===== src/hw/rtl/spa_pkg.sv =====
// Shared types and constants for the pair moment accumulator.
// Holds the kernel constant, queue sizing and the queue status struct.
// No dependencies.
`default_nettype none

package spa_pkg;

    // 315/(64*pi) in Q.30
    localparam logic [30:0] KERNEL_Q30   = 31'd1682211420;
    localparam int          KQ_FRAC      = 30;
    // q in Q.30 never exceeds 2^30
    localparam int          KQ_WIDTH     = 31;
    // kernel factor a stays below 2^33
    localparam int          A_WIDTH      = 33;
    localparam int          QUEUE_DEPTH  = 2;

    // entry codes inside one row: columns 0..5, then the density term
    localparam logic [2:0]  ENT_LAST_COL = 3'd5;
    localparam logic [2:0]  ENT_DENS     = 3'd6;
    localparam logic [1:0]  ROW_FIRST    = 2'd0;
    localparam logic [1:0]  ROW_LAST     = 2'd2;

    typedef struct packed {
        logic full;
        logic empty;
    } spa_qstat_t;

endpackage

`default_nettype wire


===== src/hw/rtl/spa_front.sv =====
// Front end: takes one pair transaction, squares the offset and packs the queue entry.
// Depends on spa_pkg for the queue status struct.
`default_nettype none

module spa_front
    import spa_pkg::*;
#(
    parameter int CW = 24
)
(
    input  wire logic                 clk,
    input  wire logic                 rst_n,
    input  wire logic                 start,
    output logic                      busy,
    input  wire logic signed [CW-1:0] ref_offset_x,
    input  wire logic signed [CW-1:0] ref_offset_y,
    input  wire logic signed [CW-1:0] ref_offset_z,
    input  wire logic signed [CW-1:0] disp_diff_x,
    input  wire logic signed [CW-1:0] disp_diff_y,
    input  wire logic signed [CW-1:0] disp_diff_z,
    input  wire logic        [CW-2:0] radius_a,
    input  wire logic        [CW-2:0] radius_b,
    input  wire logic        [CW-1:0] mass_a,
    input  wire logic        [CW-1:0] mass_b,
    input  wire spa_qstat_t           qstat,
    output logic                      push,
    output logic      [12*CW-3:0]     push_data
);

    logic                 valid_reg, valid_next;
    logic                 accept;
    logic signed [CW-1:0] dx_reg, dy_reg, dz_reg, gx_reg, gy_reg, gz_reg;
    logic        [CW-2:0] ra_reg, rb_reg;
    logic        [CW-1:0] ma_reg, mb_reg;
    logic [2*CW-2:0]      sqx_reg, sqy_reg, sqz_reg;
    logic signed [2*CW-1:0] sqx, sqy, sqz;
    logic [2*CW-1:0]      r2;

    assign busy   = valid_reg && qstat.full;
    assign accept = start && !busy;
    assign push   = valid_reg && !qstat.full;

    // hold the stage while the queue is full
    assign valid_next = accept || (valid_reg && qstat.full);

    assign sqx = ref_offset_x * ref_offset_x;
    assign sqy = ref_offset_y * ref_offset_y;
    assign sqz = ref_offset_z * ref_offset_z;

    always_ff @(posedge clk or negedge rst_n)
    begin
        if (!rst_n)
        begin
            valid_reg <= 1'b0;
        end
        else
        begin
            valid_reg <= valid_next;
        end
    end

    always_ff @(posedge clk)
    begin
        if (accept)
        begin
            dx_reg  <= ref_offset_x;
            dy_reg  <= ref_offset_y;
            dz_reg  <= ref_offset_z;
            gx_reg  <= disp_diff_x;
            gy_reg  <= disp_diff_y;
            gz_reg  <= disp_diff_z;
            ra_reg  <= radius_a;
            rb_reg  <= radius_b;
            ma_reg  <= mass_a;
            mb_reg  <= mass_b;
            sqx_reg <= sqx[2*CW-2:0];
            sqy_reg <= sqy[2*CW-2:0];
            sqz_reg <= sqz[2*CW-2:0];
        end
    end

    assign r2 = (2*CW)'(sqx_reg) + (2*CW)'(sqy_reg) + (2*CW)'(sqz_reg);

    assign push_data = {dx_reg, dy_reg, dz_reg, gx_reg, gy_reg, gz_reg,
                        ra_reg, rb_reg, ma_reg, mb_reg, r2};

endmodule

`default_nettype wire


===== config.mk =====
export PLATFORM = sky130hd
export DESIGN_NAME = spa_front
export DESIGN_NICKNAME = d
export VERILOG_FILES = /design/src/hw/rtl/spa_pkg.sv /design/src/hw/rtl/spa_front.sv
export SDC_FILE = /design/constraint.sdc
export NUM_CORES = 2
export LEC_CHECK = 0
export ABC_AREA = 1
export ABC_CLOCK_PERIOD_IN_PS = 55200
export BUFFER_PORTS_ARGS = -buffer_cell sky130_fd_sc_hd__buf_4
export CORE_AREA = 5 5 363 365
export CTS_BUF_LIST = sky130_fd_sc_hd__clkbuf_8
export CTS_CLUSTER_DIAMETER = 80
export DETAILED_ROUTE_END_ITERATION = 8
export DIE_AREA = 0 0 368 370
export HOLD_SLACK_MARGIN = 0.08
export PLACE_DENSITY_LB_ADDON = 0.25
export RECOVER_POWER = 50
export SLEW_MARGIN = 5
export SYNTH_ARGS = -nofsm -noshare
export SYNTH_HDL_FRONTEND = slang
export SYNTH_SLANG_ARGS = --single-unit

===== constraint.sdc =====
create_clock -name clk -period 55.2 [get_ports clk]
set_input_delay 8.28 -clock clk [delete_from_list [all_inputs] [get_ports clk]]
set_output_delay 8.28 -clock clk [all_outputs]
set_load 0.02 [all_outputs]

* Word-level counts from Yosys, hierarchy flattened
Cells that the tools add are included.
** Cells by class
- Div/mod/pow operators :: 0
- Multipliers :: 3
- Mux-type cells :: 0
- $lt $le $gt $ge :: 0
- Add/sub/neg operators :: 2
- Bitwise operators :: 0
- Eq/ne operators :: 0
- Shifts and indexed selects :: 0
- Reduce and logical (&&, ||, !) cells :: 6
** Operators by type and width (number)
- 24-bit by 24-bit multiplier with 47-bit output :: 3
- 47-bit by 47-bit adder with 48-bit output :: 1
- 48-bit by 47-bit adder with 48-bit output :: 1
- 1-bit logical AND :: 3
- 1-bit zero test :: 2
- 1-bit logical OR :: 1
** Storage, ports and cells
- Flip-flop bits (word level) :: 380
- Memories kept :: 0
- ROM bits :: 0
- Word-level logic and storage cells :: 25
- Memory bits (writable) :: 0
- Input port bits :: 243
- Latch bits :: 0

* Longest topological paths before layout
- Depth after elaboration :: 4
- Gate-level depth with buffers :: 31
- Mapped depth without buffers :: 29

* Worst setup path before layout
No wires, ideal clock.
- Kind :: in2reg
- Start :: in qstat[1] (netlist name)
- End :: reg dx_reg[0] (enable)
- Cell stages on the path :: 3
- Library setup time :: 1.117 ns
- Path buffers :: 0
- Arrival :: 23.912 ns
- Setup slack :: 30.170 ns
- Cells stage by stage :: nand2_1 -> inv_1 -> nor2_1
** On the way
- Longest elaborated chain between the ends :: 3
** Ends and longest elaborated chain
- from (decl) :: RTL line spa_front.sv:25 : input wire spa_qstat_t qstat,
- 1-bit logical AND :: RTL line spa_front.sv:39 : assign busy = valid_reg && qstat.full;
- via busy :: RTL line spa_front.sv:14 : output logic busy,
- 1-bit zero test :: RTL line spa_front.sv:40 : assign accept = start && !busy;
- 1-bit logical AND :: RTL line spa_front.sv:40
- via accept :: RTL line spa_front.sv:31 : logic accept;
- to (signal assigned) :: RTL line spa_front.sv:66 : dx_reg <= ref_offset_x;
- to (decl) :: RTL line spa_front.sv:32 : logic signed [CW-1:0] dx_reg, dy_reg, dz_reg, gx_reg, gy_reg, gz_reg;
The timed path passes the listed nets, and every way through them passes these cells.
A chain may end at the register's enable or synchronous reset.

* Final worst setup path
- Start :: in qstat[1] (netlist name)
- End :: reg sqz_reg[29] (enable)
** On the way
- Longest elaborated chain between the ends :: 3
** Ends and longest elaborated chain
- 1-bit logical AND :: RTL line spa_front.sv:39
- 1-bit zero test :: RTL line spa_front.sv:40
- 1-bit logical AND :: RTL line spa_front.sv:40
- via accept :: RTL line spa_front.sv:31
- to (signal assigned) :: RTL line spa_front.sv:78 : sqz_reg <= sqz[2*CW-2:0];
- to (decl) :: RTL line spa_front.sv:35 : logic [2*CW-2:0] sqx_reg, sqy_reg, sqz_reg;
The timed path passes the listed nets, and every way through them passes these cells.

==> results by group <==
Clock network
  – Resize count post-CTS: 0
  – Clk_lat worst skew: 0.80 ns
  – Post-CTS Setup Bufs: 0
  – Post-CTS Hold Fix Bufs: 0
  – Maximum clock insertion buffer count: 3
  – Root Buffer: clkbuf_8
  – Htree depth: 3
  – Worst-path clk slew: 0.06 ns
  – Num Clock Sinks: 374
  – Num CTS Buffers: 73
  – CTS tree: built

Critical path
  – Critical path arrival: 18.83 ns
  – Type of origin of the critical path: primary input
  – Cell repeated most along the worst path: buf_4
  – CP max FO: 151
  – Family with the most delay on the worst path: buffers and inverters
  – CP Capture Type: flop
  – Crit path buf inv count: 5
  – Reg2reg start: valid_reg
  – Req. time, crit path: 55.57 ns
  – Max stage delay on crit path: 6.52 ns
  – Crit path cell chain: clkbuf_4 > nand2_1 > inv_1 > nor2_1 > clkbuf_1 > buf_4 > buf_4
  – Slowest CP cell: clkbuf_1
  – Crit path kind: primary input to flop
  – Critical path origin: qstat[1]

Logic synthesis
  – Synth unique cells: 49
  – Number of synthesized register bits: 374
  – Synth Flop Type: edfxtp_1
  – Sequential share of the synthesized area: 0.147
  – Top cell type's share of synthesized area: 0.442
  – Ys async rst share: 0.00267
  – Mean area per synthesized cell: 8.69 µm²
  – Dominant cells by area after synthesis: fa_1 44%, edfxtp_1 15%, inv_1 14%
  – Largest area contributor in the netlist: fa_1
  – Number of flops mapped to enable cells by yosys: 373
  – Mapped Area: 76300 µm²
  – Syn Inst Count: 8778
  – Synth warn: 0

Placed design
  – Port Buf Inserts: 529
  – GPL Wtd Cong: 0.951
  – Post-DP HPWL: 176000 µm

Global route
  – All-Layer GR Usage: 0.310
  – First-pass GRT wire length: 330000 µm
  – Antenna violations before repair: 16
  – GR Overflow Total: 0
  – Largest net degree at the start of global routing: 151
  – Vias in the first global route: 62100

STA
  – Tmin final: 18.46 ns
  – Max-slew violations: 1968
  – Hold Violations, Final: 0
  – F_max: 54.2 MHz
  – Worst-Margin Slew: 9.25 ns
  – RSZ-0062 raised after global routing: false
  – Setup tns final: 0 ns
  – Slew headroom: -5.17
  – Final setup viols: 0
  – Fin crit share: 0.334
  – Clk_skew: 0.0324 ns

Final layout
  – Leading cell type in the layout, fill and taps excluded: inv_1
  – Area growth from synthesis to layout: 8.30%
  – Final core utilization: 0.643
  – Commonest non-fill, non-tap cells in the layout: 2839 x inv_1, 2062 x nand2_1, 1686 x fa_1, 474 x ha_1, 401 x nor2_1
  – Sequential standard cell area: 11200 µm²
  – Filler instances: 11000
  – Total Nets Final: 11600
  – Fraction of layout cells with a size suffix above 1: 0.0582
  – Multi-input logic area: 53800 µm²

Status
  – Violated checks: max-capacitance violations, max-slew violations
  – Status: finished with violations

Floorplanning
  – Die Y: 370 µm
  – Core box area: 128000 µm²
  – Die X: 368 µm
  – Die area: 136000 µm²
  – Io pins: 531
  – Rows: 132
  – Starting Density: 0.594

Route
  – Antenna Violating Nets Remaining: 0
  – DRT Wirelength: 204000 µm
  – Number of remaining DRC errors: 0
  – Top layer in use: met5
  – Met3 WL: 15100 µm
  – Vias per Instance: 5.15
  – Router iterations before antenna repair: 6
  – Metal2 WL: 101000 µm
  – M1 wire length: 80900 µm
  – Via Count: 56400
  – Avg WL per Cell: 18.6 µm
  – Initial DRC count: 3830

Worst hold path
  – Class of the worst hold path: flop to flop
  – Hold path startpoint: valid_reg

Flow run
  – Max Cap Viol: 69
[metrics by stage]
step,worst slack (ns),std cells,area (µm²),hold WS [ns]
CTS,38.20,10900,83400,0.498
floorplan,30.17,8780,76300,0.456
global placement,38.21,10800,81700,0.472
finish,36.74,11000,82600,0.510
global route,35.93,11000,82600,0.539
detailed placement,38.20,10800,81700,0.483
[synthesized netlist by cell type (all sizes together) (2+ instances only)]
master	count
clkbuf	169
o21a	3
a21boi	3
o21bai	30
nand3	197
inv	2832
ha	474
clkinv	4
nor3	22
a31o	3
edfxtp	373
nand2b	2
xor2	105
or2	11
a21oi	172
nor2	426
nand3b	2
and2	2
fa	1686
nand2	2090
o21ai	64
a21o	4
o211ai	2
xnor2	40
buf	7
nand4	51
[worst paths after layout]
path                               endpoint  slack [ns]  cells past startpoint
worst max-delay path            sqz_reg[29]       36.74                      7
worst min-delay path              valid_reg        0.51                      2
worst max register to register  sqz_reg[29]       43.98                      6
worst min register to register    valid_reg        0.51                      2
max in group asynchronous         valid_reg       47.82                      1
min in group asynchronous         valid_reg        7.30                      1
[area by class of cell]
| type | instances | area share |
|---|---|---|
| tap | 1675 | 0.0254 |
| sequential | 374 | 0.136 |
| inverter | 2836 | 0.129 |
| clock buffer | 77 | 0.0128 |
| timing repair buffer | 533 | 0.0391 |
| clock inverter | 58 | 0.00722 |
| antenna | 8 | 0.000242 |
| multi-input combinational | 5394 | 0.651 |
[worst register-to-register path, stage by stage (launching register included)]
cell      delay [ns]
dfrtp_1         0.38
nand2_1         0.08
inv_1           0.05
nor2_1          1.37
clkbuf_1        6.52
buf_4           1.44
buf_4           0.91
[per-layer routing]
metal,track usage,up-vias
met3,0.0488,386
li1,-,25900
met1,0.406,28200
met2,0.535,2020
met5,0,-
met4,0.100,2
[cells by family after synthesis]
family | Yosys count | synth area share
flip-flops | 374 | 0.147
adder cells (fa/ha/maj) | 2160 | 0.520
buffers and inverters | 3012 | 0.148
AO/OA/AOI/OAI | 281 | 0.0211
XOR/XNOR | 145 | 0.0166
other | 1 | 0.0000492
AND/OR/NAND/NOR | 2805 | 0.146
Power is left out: the tool's default activity adds up to more than one toggle a clock period on the data nets, which glitch-free logic cannot reach.
