$ cat config.mk
export PLATFORM = sky130hd
export DESIGN_NAME = spa_queue
export DESIGN_NICKNAME = d
export VERILOG_FILES = /design/src/hw/rtl/spa_pkg.sv /design/src/hw/rtl/spa_queue.sv
export SDC_FILE = /design/constraint.sdc
export NUM_CORES = 1
export LEC_CHECK = 0
export ABC_AREA = 1
export CORE_MARGIN = 3
export CORE_UTILIZATION = 45
export DETAILED_ROUTE_END_ITERATION = 16
export DONT_BUFFER_PORTS = 1
export PLACE_DENSITY = 0.67
export SLEW_MARGIN = 10
export SYNTH_ARGS = -nofsm -noshare
export SYNTH_HDL_FRONTEND = slang
export SYNTH_SLANG_ARGS = --single-unit
$ cat constraint.sdc
create_clock -name clk -period 13.5 [get_ports clk]
set_clock_uncertainty 0.1 [all_clocks]
set_input_delay 2.7 -clock clk [delete_from_list [all_inputs] [get_ports clk]]
set_output_delay 2.7 -clock clk [all_outputs]
set_load 0.05 [all_outputs]
$ cat src/hw/rtl/spa_pkg.sv
// Shared types and constants for the pair moment accumulator.
// Holds the kernel constant, queue sizing and the queue status struct.
// No dependencies.
`default_nettype none

package spa_pkg;

    // 315/(64*pi) in Q.30
    localparam logic [30:0] KERNEL_Q30   = 31'd1682211420;
    localparam int          KQ_FRAC      = 30;
    // q in Q.30 never exceeds 2^30
    localparam int          KQ_WIDTH     = 31;
    // kernel factor a stays below 2^33
    localparam int          A_WIDTH      = 33;
    localparam int          QUEUE_DEPTH  = 2;

    // entry codes inside one row: columns 0..5, then the density term
    localparam logic [2:0]  ENT_LAST_COL = 3'd5;
    localparam logic [2:0]  ENT_DENS     = 3'd6;
    localparam logic [1:0]  ROW_FIRST    = 2'd0;
    localparam logic [1:0]  ROW_LAST     = 2'd2;

    typedef struct packed {
        logic full;
        logic empty;
    } spa_qstat_t;

endpackage

`default_nettype wire

$ cat src/hw/rtl/spa_queue.sv
// Two-entry queue between front end and back end.
// Depends on spa_pkg for depth and status struct.
`default_nettype none

module spa_queue
    import spa_pkg::*;
#(
    parameter int WIDTH = 286
)
(
    input  wire logic             clk,
    input  wire logic             rst_n,
    input  wire logic             push,
    input  wire logic [WIDTH-1:0] push_data,
    input  wire logic             pop,
    output logic      [WIDTH-1:0] pop_data,
    output spa_qstat_t            qstat
);

    localparam int PW = (QUEUE_DEPTH > 1) ? $clog2(QUEUE_DEPTH) : 1;
    localparam int CNTW = $clog2(QUEUE_DEPTH + 1);

    logic [WIDTH-1:0] mem [QUEUE_DEPTH];
    logic [PW-1:0]    wr_ptr_reg, wr_ptr_next;
    logic [PW-1:0]    rd_ptr_reg, rd_ptr_next;
    logic [CNTW-1:0]  count_reg, count_next;

    always_comb
    begin
        wr_ptr_next = wr_ptr_reg;
        rd_ptr_next = rd_ptr_reg;
        count_next  = count_reg;
        if (push)
        begin
            wr_ptr_next = (wr_ptr_reg == PW'(QUEUE_DEPTH - 1)) ? '0 : wr_ptr_reg + 1'b1;
        end
        if (pop)
        begin
            rd_ptr_next = (rd_ptr_reg == PW'(QUEUE_DEPTH - 1)) ? '0 : rd_ptr_reg + 1'b1;
        end
        if (push && !pop)
        begin
            count_next = count_reg + 1'b1;
        end
        else if (pop && !push)
        begin
            count_next = count_reg - 1'b1;
        end
    end

    always_ff @(posedge clk or negedge rst_n)
    begin
        if (!rst_n)
        begin
            wr_ptr_reg <= '0;
            rd_ptr_reg <= '0;
            count_reg  <= '0;
        end
        else
        begin
            wr_ptr_reg <= wr_ptr_next;
            rd_ptr_reg <= rd_ptr_next;
            count_reg  <= count_next;
        end
    end

    always_ff @(posedge clk)
    begin
        if (push)
        begin
            mem[wr_ptr_reg] <= push_data;
        end
    end

    assign pop_data    = mem[rd_ptr_reg];
    assign qstat.full  = (count_reg == CNTW'(QUEUE_DEPTH));
    assign qstat.empty = (count_reg == '0);

endmodule

`default_nettype wire

---- Word level (Yosys, flattened, before mapping) ----
Memories as Yosys holds them, arrays and structs flattened.
Index checks and enable logic that the tools add are counted.
W data, S select, Z words.
word-level totals
  register bits after elaboration ......... 4
  latch bits .............................. 0
  RAM bits ................................ 572
  ROM bits ................................ 0
  logic and storage cells ................. 21
  memories kept ........................... 1
operators by class
  add/subtract/negate cells ............... 4
  multipliers ............................. 0
  div/mod/pow operators ................... 0
  $lt $le $gt $ge ......................... 0
  equality and inequality tests ........... 1
  shift operators ......................... 0
  multiplexer cells ....................... 6
  bitwise gates (word level) .............. 0
  reductions and logical operators ........ 6
memories
  name  words  bits a word  read ports  clocked after memory_dff  write ports  RTL line         RTL
  mem   2      286          1           0                         1            spa_queue.sv:23  logic [WIDTH-1:0] mem [QUEUE_DEPTH];
operators by type and width
  kind                   number
  $mux W1                4
  $mux W2                2
  $add A1 B1 Y1 const B  2
  $add A2 B1 Y2 const B  1
  $eq A2 B2 Y1 const B   1
  $logic_and A1 B1 Y1    2
  $logic_not A1 Y1       2
  $logic_not A2 Y1       1
  $reduce_bool A2 Y1     1
  $sub A2 B1 Y2 const B  1

---- Depth between registers and ports, before layout ----
Gate-level depths: netlist (run 1).
  depth after elaboration ................. 4
  mapped depth ............................ 7
  gate-level depth less buffers ........... 7

---- Worst setup path before layout (run 1) ----
OpenSTA, ideal clock, no wires.
  kind .................................... input-to-reg
  start point ............................. in push
  end point ............................... mem mem[0][0], enable pin
  data arrival time ....................... 14.685 ns
  required time ........................... 12.453 ns
  setup slack ............................. -2.232 ns
  stages .................................. 2
  buffers on the path ..................... 0
  cells stage by stage .................... inv_1 -> nor2_1
on the way
  cells in the longest elaborated chain, start to end .. 2
ends and longest elaborated chain
  item                           RTL line         RTL
  from (decl)                    spa_queue.sv:13  input wire logic push,
  $mux W1                        spa_queue.sv:69  if (push)
  $mux W1 (not written as such)  spa_queue.sv:71  mem[wr_ptr_reg] <= push_data;
  to (decl)                      spa_queue.sv:23
No other way between the ends.

---- Worst setup path after layout (run 1) ----
  start point ............................. reg rd_ptr_reg
  end point ............................... out pop_data[20]
on the way
  cells in the longest elaborated chain, start to end .. 1
ends and longest elaborated chain
  item                    RTL line         RTL
  from (decl)             spa_queue.sv:25  logic [PW-1:0] rd_ptr_reg, rd_ptr_next;
  from (signal assigned)  spa_queue.sv:62  rd_ptr_reg <= rd_ptr_next;
  $mem_v2 Z2 W286         n/a
  to (decl)               spa_queue.sv:16  output logic [WIDTH-1:0] pop_data,
No other way between the ends.

==> impl_metrics.json, run 1 <==
{
  "overflow": 0,
  "cp.required_ns": 10.70,
  "async_flop_share_pct": 0.694,
  "tns_ns": 0,
  "r2r_cells": 4,
  "r2r-end": "mem[1][116]$_DFFE_PP_",
  "numCtsBuffers": 56,
  "r2r-start": "wr_ptr_reg$_DFFE_PN0P_",
  "cp_cell_sequence": "buf_4 -> buf_12 -> mux2_2",
  "yosys.area_share.adder_pct": 0.0574,
  "start_kind": "flip-flop",
  "r2r_setup_slack_ns": 10.14,
  "hold_viol_final": 0,
  "io_pins": 578,
  "ant_nets": 0,
  "portBuffers": 0,
  "synth_xor_area_share_pct": 0.121,
  "synth_top_family_by_area": "multiplexers",
  "place_congestion": 0.772,
  "grt_pass1_vias": 8849,
  "irDropWorstVdd_v": 0.000178,
  "worst_setup_path_end_kind": "primary output",
  "dp.cells": 1508,
  "arrival_ns": 3.69,
  "outcome": "finished clean",
  "cts_root_buffer": "clkbuf_16",
  "power_density_nw_per_um2": 271,
  "antenna_found_initial": 2,
  "clkSinkCount": 576,
  "grt_use_total_pct": 15.9,
  "rsz0062_at_grt": "no",
  "avgSynthCellArea_um2": 23.8,
  "wl_per_cell_um": 26.8,
  "synth.most_common_cell": "edfxtp_1",
  "grt_max_degree": 140,
  "syn-num-nets": 1206,
  "synth_edf_count": 572,
  "postCtsSetupBuffers": 0,
  "grt_pass1_wl_um": 59800,
  "critical_path_buf_inv_count": 2,
  "clk_latency_ns": 0.58,
  "synth_compound_area_share_pct": 0,
  "die_h_um": 226,
  "max_freq_mhz": 154,
  "viasPerCell": 5.29,
  "largest_reg_flops": 572,
  "synth.cell_area_um2": 21800,
  "routed_wl_um": 43200,
  "synth_commonest_cells": "572 x edfxtp_1, 230 x mux2_4, 56 x mux2_2",
  "synthCells": 915,
  "path_class": "reg -> out",
  "ys_warn_count": 0,
  "drive_above_1_share_pct": 37.6,
  "start_util_pct": 45.6,
  "dr.first_iter.drc_count": 590,
  "fp.dieW_um": 226,
  "finalMaxSlewViolations": 0,
  "final_cells": 1611,
  "path_delay_family": "buffers and inverters",
  "finalNetCount": 1242,
  "synth_mux_area_share_pct": 18.7,
  "hold_class": "reg -> reg",
  "relSlewSlack_pct": 31.8,
  "hold_buffers": 0,
  "cap_violations": 0,
  "critPathSlowestCell": "dfrtp_4",
  "ys_seq_elements": 576,
  "first_pass_iters": 4,
  "clk_path_buf_depth": 3,
  "core_area_um2": 47700,
  "yosysSeqAreaShare_pct": 79.3,
  "synthSimpleGateAreaFrac_pct": 0.189,
  "hold_slack_ns": 0.400,
  "finalCritPeriodShare_pct": 48.1,
  "syn2layout_area_growth_pct": 10.4,
  "ys_types": 14,
  "fp.dieArea_um2": 51100,
  "yosys-top-cells-area": "edfxtp_1 79%, mux2_4 16%, mux2_2 2.9%",
  "hp-start": "count_reg[1]$_DFFE_PN0P_",
  "cpPeakStageDelay_ns": 0.84,
  "worst_pin_slew_ns": 1.02,
  "num_vias": 8520,
  "crit_cells": 3,
  "drc": 0,
  "min_period_ns": 6.49,
  "setup_viol_count_final": 0,
  "hold_end": "count_reg[1]$_DFFE_PN0P_",
  "htree_levels": 2,
  "holdPathStages": 2,
  "clk_pin_slew_ns": 0.06,
  "yosysTopAreaCell": "edfxtp_1",
  "cts_tree": "yes",
  "post_cts_resized": 0,
  "crit_fanout": 122,
  "p_leak_nw": 8.50,
  "rows": 80,
  "synth-main-ff-cell": "edfxtp_1",
  "synth_top_area_share_pct": 78.8
}
[power breakdown]
group | switching (mW) | total (mW) | internal [mW]
sequential | 0.104 | 2.48 | 2.38
combinational | 1.93 | 2.59 | 0.662
clock | 0.619 | 1.45 | 0.829
[stage by stage]
step / cell area [µm²] / total power [mW] / setup slack, ns / utilization, %
floorplan: 21800 / 4.98 / 2.77 / -
global placement: 22400 / 5.13 / 7.64 / 46.8
detailed placement: 22400 / 5.15 / 7.60 / 46.8
CTS: 24100 / 6.61 / 6.95 / 50.4
global route: 24100 / 6.74 / 6.84 / 50.4
finish: 24100 / 6.52 / 7.01 / 50.4
[tightest hold or removal path, cell delays in order (launching register included)]
cell     delay [ns]
dfrtp_1        0.36
nand2_1        0.06
nand2_1        0.05
[area by class of cell]
| type | count | area, µm² |
|---|---|---|
| inverters | 7 | 33.8 |
| flip-flops and latches | 576 | 17300 |
| multi-input cells | 300 | 4170 |
| fillers | 3687 | 23700 |
| clock inverters | 31 | 231 |
| repair buffers | 10 | 100 |
| clock buffers | 70 | 1480 |
| well taps | 615 | 769 |
| diodes | 2 | 5.00 |
[how the worst max path moves through the flow]
stage,startpoint,end
4_1_cts,rd_ptr_reg$_DFFE_PN0P_,pop_data[20]
6_report,rd_ptr_reg$_DFFE_PN0P_,pop_data[20]
3_3_place_gp,rd_ptr_reg$_DFFE_PN0P_,pop_data[14]
3_5_place_dp,rd_ptr_reg$_DFFE_PN0P_,pop_data[20]
5_1_grt,rd_ptr_reg$_DFFE_PN0P_,pop_data[12]
2_1_floorplan,push,mem[0][0]$_DFFE_PP_
[cells by family (layout without fill, tap and decap cells)]
kind of cell | after synthesis | in the layout
xor gates and xnor gates | 3 | 3
adders and majority gates | 1 | 1
buffers and inverters | 39 | 118
DFF | 576 | 576
muxes | 286 | 286
other | 0 | 2
and+or+nand+nor | 10 | 10
[layout by cell type, fill, tap and decap left out, drive strengths merged]
master	Yosys	layout
edfxtp	572	572
mux2	286	286
clkbuf	0	70
clkinv	0	25
buf	32	10
inv	7	9
nand2	5	5
dfrtp	4	4
bufinv	0	3
nor2	3	3
diode	0	2
xor2	2	2
xnor2	1	1
nand3	1	1
nand4	1	1
ha	1	1
clkinvlp	0	1
[per-layer routing]
metal	global-route usage, %	vias to the layer above	part of all wire [%]
li1	-	3712	-
met4	4.28	2	2.1
met2	27.5	437	51
met5	0	-	0.030
met3	9.72	62	14
met1	16.3	4307	33
Power figures use the tool's default switching activity.
==> run 2: changes to the inputs <==
ABC_AREA = 0   (was 1)
clock period = 5.35 ns   (was 13.5 ns; I/O delays follow)
==> impl_metrics.json, run 2 <==
{
  "outcome": "finished clean",
  "numCtsBuffers": 58,
  "synthCells": 906,
  "worst_setup_path_end_kind": "primary output",
  "overflow": 0,
  "cpPeakStageDelay_ns": 1.05,
  "synth_mux_area_share_pct": 18.8,
  "clk_latency_ns": 0.59,
  "ant_nets": 0,
  "grt_use_total_pct": 16.7,
  "power_mw": 16.8,
  "rows": 79,
  "hold_slack_ns": 0.0717,
  "die_h_um": 226,
  "worst_pin_slew_ns": 1.04,
  "start_util_pct": 46.2,
  "fp.dieW_um": 226,
  "dp.cells": 1496,
  "yosys.area_share.adder_pct": 0.0575,
  "yosysSeqAreaShare_pct": 79.3,
  "syn2layout_area_growth_pct": 11.6,
  "irDropWorstVdd_v": 0.000429,
  "cts_tree": "yes",
  "grt_pass1_vias": 9154,
  "synth.most_common_cell": "edfxtp_1",
  "r2r_cells": 2,
  "postCtsSetupBuffers": 0,
  "async_flop_share_pct": 0.694,
  "final_util_pct": 51.5,
  "hold_buffers": 0,
  "yosys-top-cells-area": "edfxtp_1 79%, mux2_4 16%, mux2_2 2.9%",
  "place_congestion": 0.773,
  "clk_pin_slew_ns": 0.06,
  "grt_pass1_wl_um": 61600,
  "relSlewSlack_pct": 30.3,
  "power_density_nw_per_um2": 689,
  "cap_violations": 0,
  "synth_top_family_by_area": "multiplexers",
  "r2r-start": "wr_ptr_reg$_DFFE_PN0P_",
  "drc": 0,
  "avgSynthCellArea_um2": 24.0,
  "path_class": "reg -> out",
  "crit_fanout": 60,
  "arrival_ns": 2.64,
  "finalCritPeriodShare_pct": 71.2,
  "hold_class": "in -> async",
  "dp_hpwl_um": 31500,
  "syn-num-nets": 1197,
  "synth_top_area_share_pct": 78.9,
  "dr.first_iter.drc_count": 584,
  "ys_warn_count": 0,
  "cts_root_buffer": "clkbuf_16",
  "start_kind": "flip-flop",
  "layout_common_cells": "572 x edfxtp_1, 230 x mux2_4, 61 x clkbuf_16",
  "drive_above_1_share_pct": 38.8,
  "final_cells": 1606,
  "yosysTopAreaCell": "edfxtp_1",
  "viasPerCell": 5.32,
  "r2r-end": "mem[1][230]$_DFFE_PP_",
  "synth_commonest_cells": "572 x edfxtp_1, 230 x mux2_4, 56 x mux2_2",
  "final_common_cell": "edfxtp_1",
  "max_freq_mhz": 262,
  "r2r_setup_slack_ns": 3.02,
  "htree_levels": 2,
  "min_period_ns": 3.81,
  "ys_seq_elements": 576,
  "wl_per_cell_um": 28.0,
  "largest_reg_flops": 572,
  "routed_wl_um": 45000,
  "cp_cell_sequence": "buf_12 -> mux2_4",
  "synthSimpleGateAreaFrac_pct": 0.121,
  "io_pins": 578,
  "ys_types": 13,
  "finalNetCount": 1240,
  "num_vias": 8549,
  "clkSinkCount": 576,
  "core_area_um2": 47100,
  "synth_compound_area_share_pct": 0,
  "finalMaxSlewViolations": 0,
  "critPathSlowestCell": "dfrtp_4",
  "setup_viol_count_final": 0,
  "hold_viol_final": 0,
  "synth.cell_area_um2": 21800,
  "p_leak_nw": 8.59,
  "fp.dieArea_um2": 51100,
  "synth-main-ff-cell": "edfxtp_1",
  "portBuffers": 0,
  "clk_path_buf_depth": 3,
  "synth_edf_count": 572,
  "post_cts_resized": 0,
  "rsz0062_at_grt": "no",
  "grt_max_degree": 157,
  "cp.required_ns": 4.18,
  "first_pass_iters": 4,
  "antenna_found_initial": 3,
  "synth_xor_area_share_pct": 0.201
}
## run 2: worst max-delay path by stage
stage	slack (ns)	cells past startpoint	startpoint	to
final	1.54	2	rd_ptr_reg$_DFFE_PN0P_	pop_data[168]
after global routing	1.40	2	rd_ptr_reg$_DFFE_PN0P_	pop_data[168]
after CTS	1.48	2	rd_ptr_reg$_DFFE_PN0P_	pop_data[168]
after detailed placement	2.14	2	rd_ptr_reg$_DFFE_PN0P_	pop_data[168]
after global placement	2.14	2	rd_ptr_reg$_DFFE_PN0P_	pop_data[17]
after floorplan	-0.53	1	push	mem[0][0]$_DFFE_PP_
## run 2: cells by family (layout without fill, tap and decap cells)
| logic type | Yosys count | after routing |
|---|---|---|
| AND/OR/NAND/NOR | 5 | 5 |
| flip-flops | 576 | 576 |
| other | 0 | 2 |
| buffers and inverters | 33 | 124 |
| XOR/XNOR | 5 | 5 |
| adder cells (fa/ha/maj) | 1 | 1 |
| multiplexers | 286 | 286 |
## run 2: power by group
group	total [mW]	internal [mW]	switching [mW]
Clock	3.88	2.27	1.61
Combinational	6.55	1.73	4.82
Sequential	6.32	6.00	0.325
## run 2: area by class of cell
type	instances	area, µm²
fill	3619	22800
sequential	576	17300
multi-input combinational	297	4180
clock buffer	75	1580
tap	607	759
clock inverter	33	275
timing repair buffer	15	225
antenna	2	5.00
inverter	1	3.75
## run 2: per-stage QoR
stage / TNS, ns / cell area (µm²) / setup slack (ns)
detailed placement: 0 / 22400 / 2.14
global placement: 0 / 22400 / 2.14
floorplan: -151.89 / 21800 / -0.531
global route: 0 / 24300 / 1.40
CTS: 0 / 24300 / 1.48
finish: 0 / 24300 / 1.54
## run 2: routing by layer
layer	vias up	GRT usage, %	share of wire, %
met2	428	29.4	52
met1	4309	15.7	31
li1	3711	-	-
met4	4	7.13	3.5
met3	97	9.87	13
met5	-	0	0.075
## run 2: worst max-delay path, delay by kind of cell (launching register included)
kind / cells / cell delay (ns)
flops: 1 / 1.05
buf+inv: 1 / 0.42
mux: 1 / 0.43
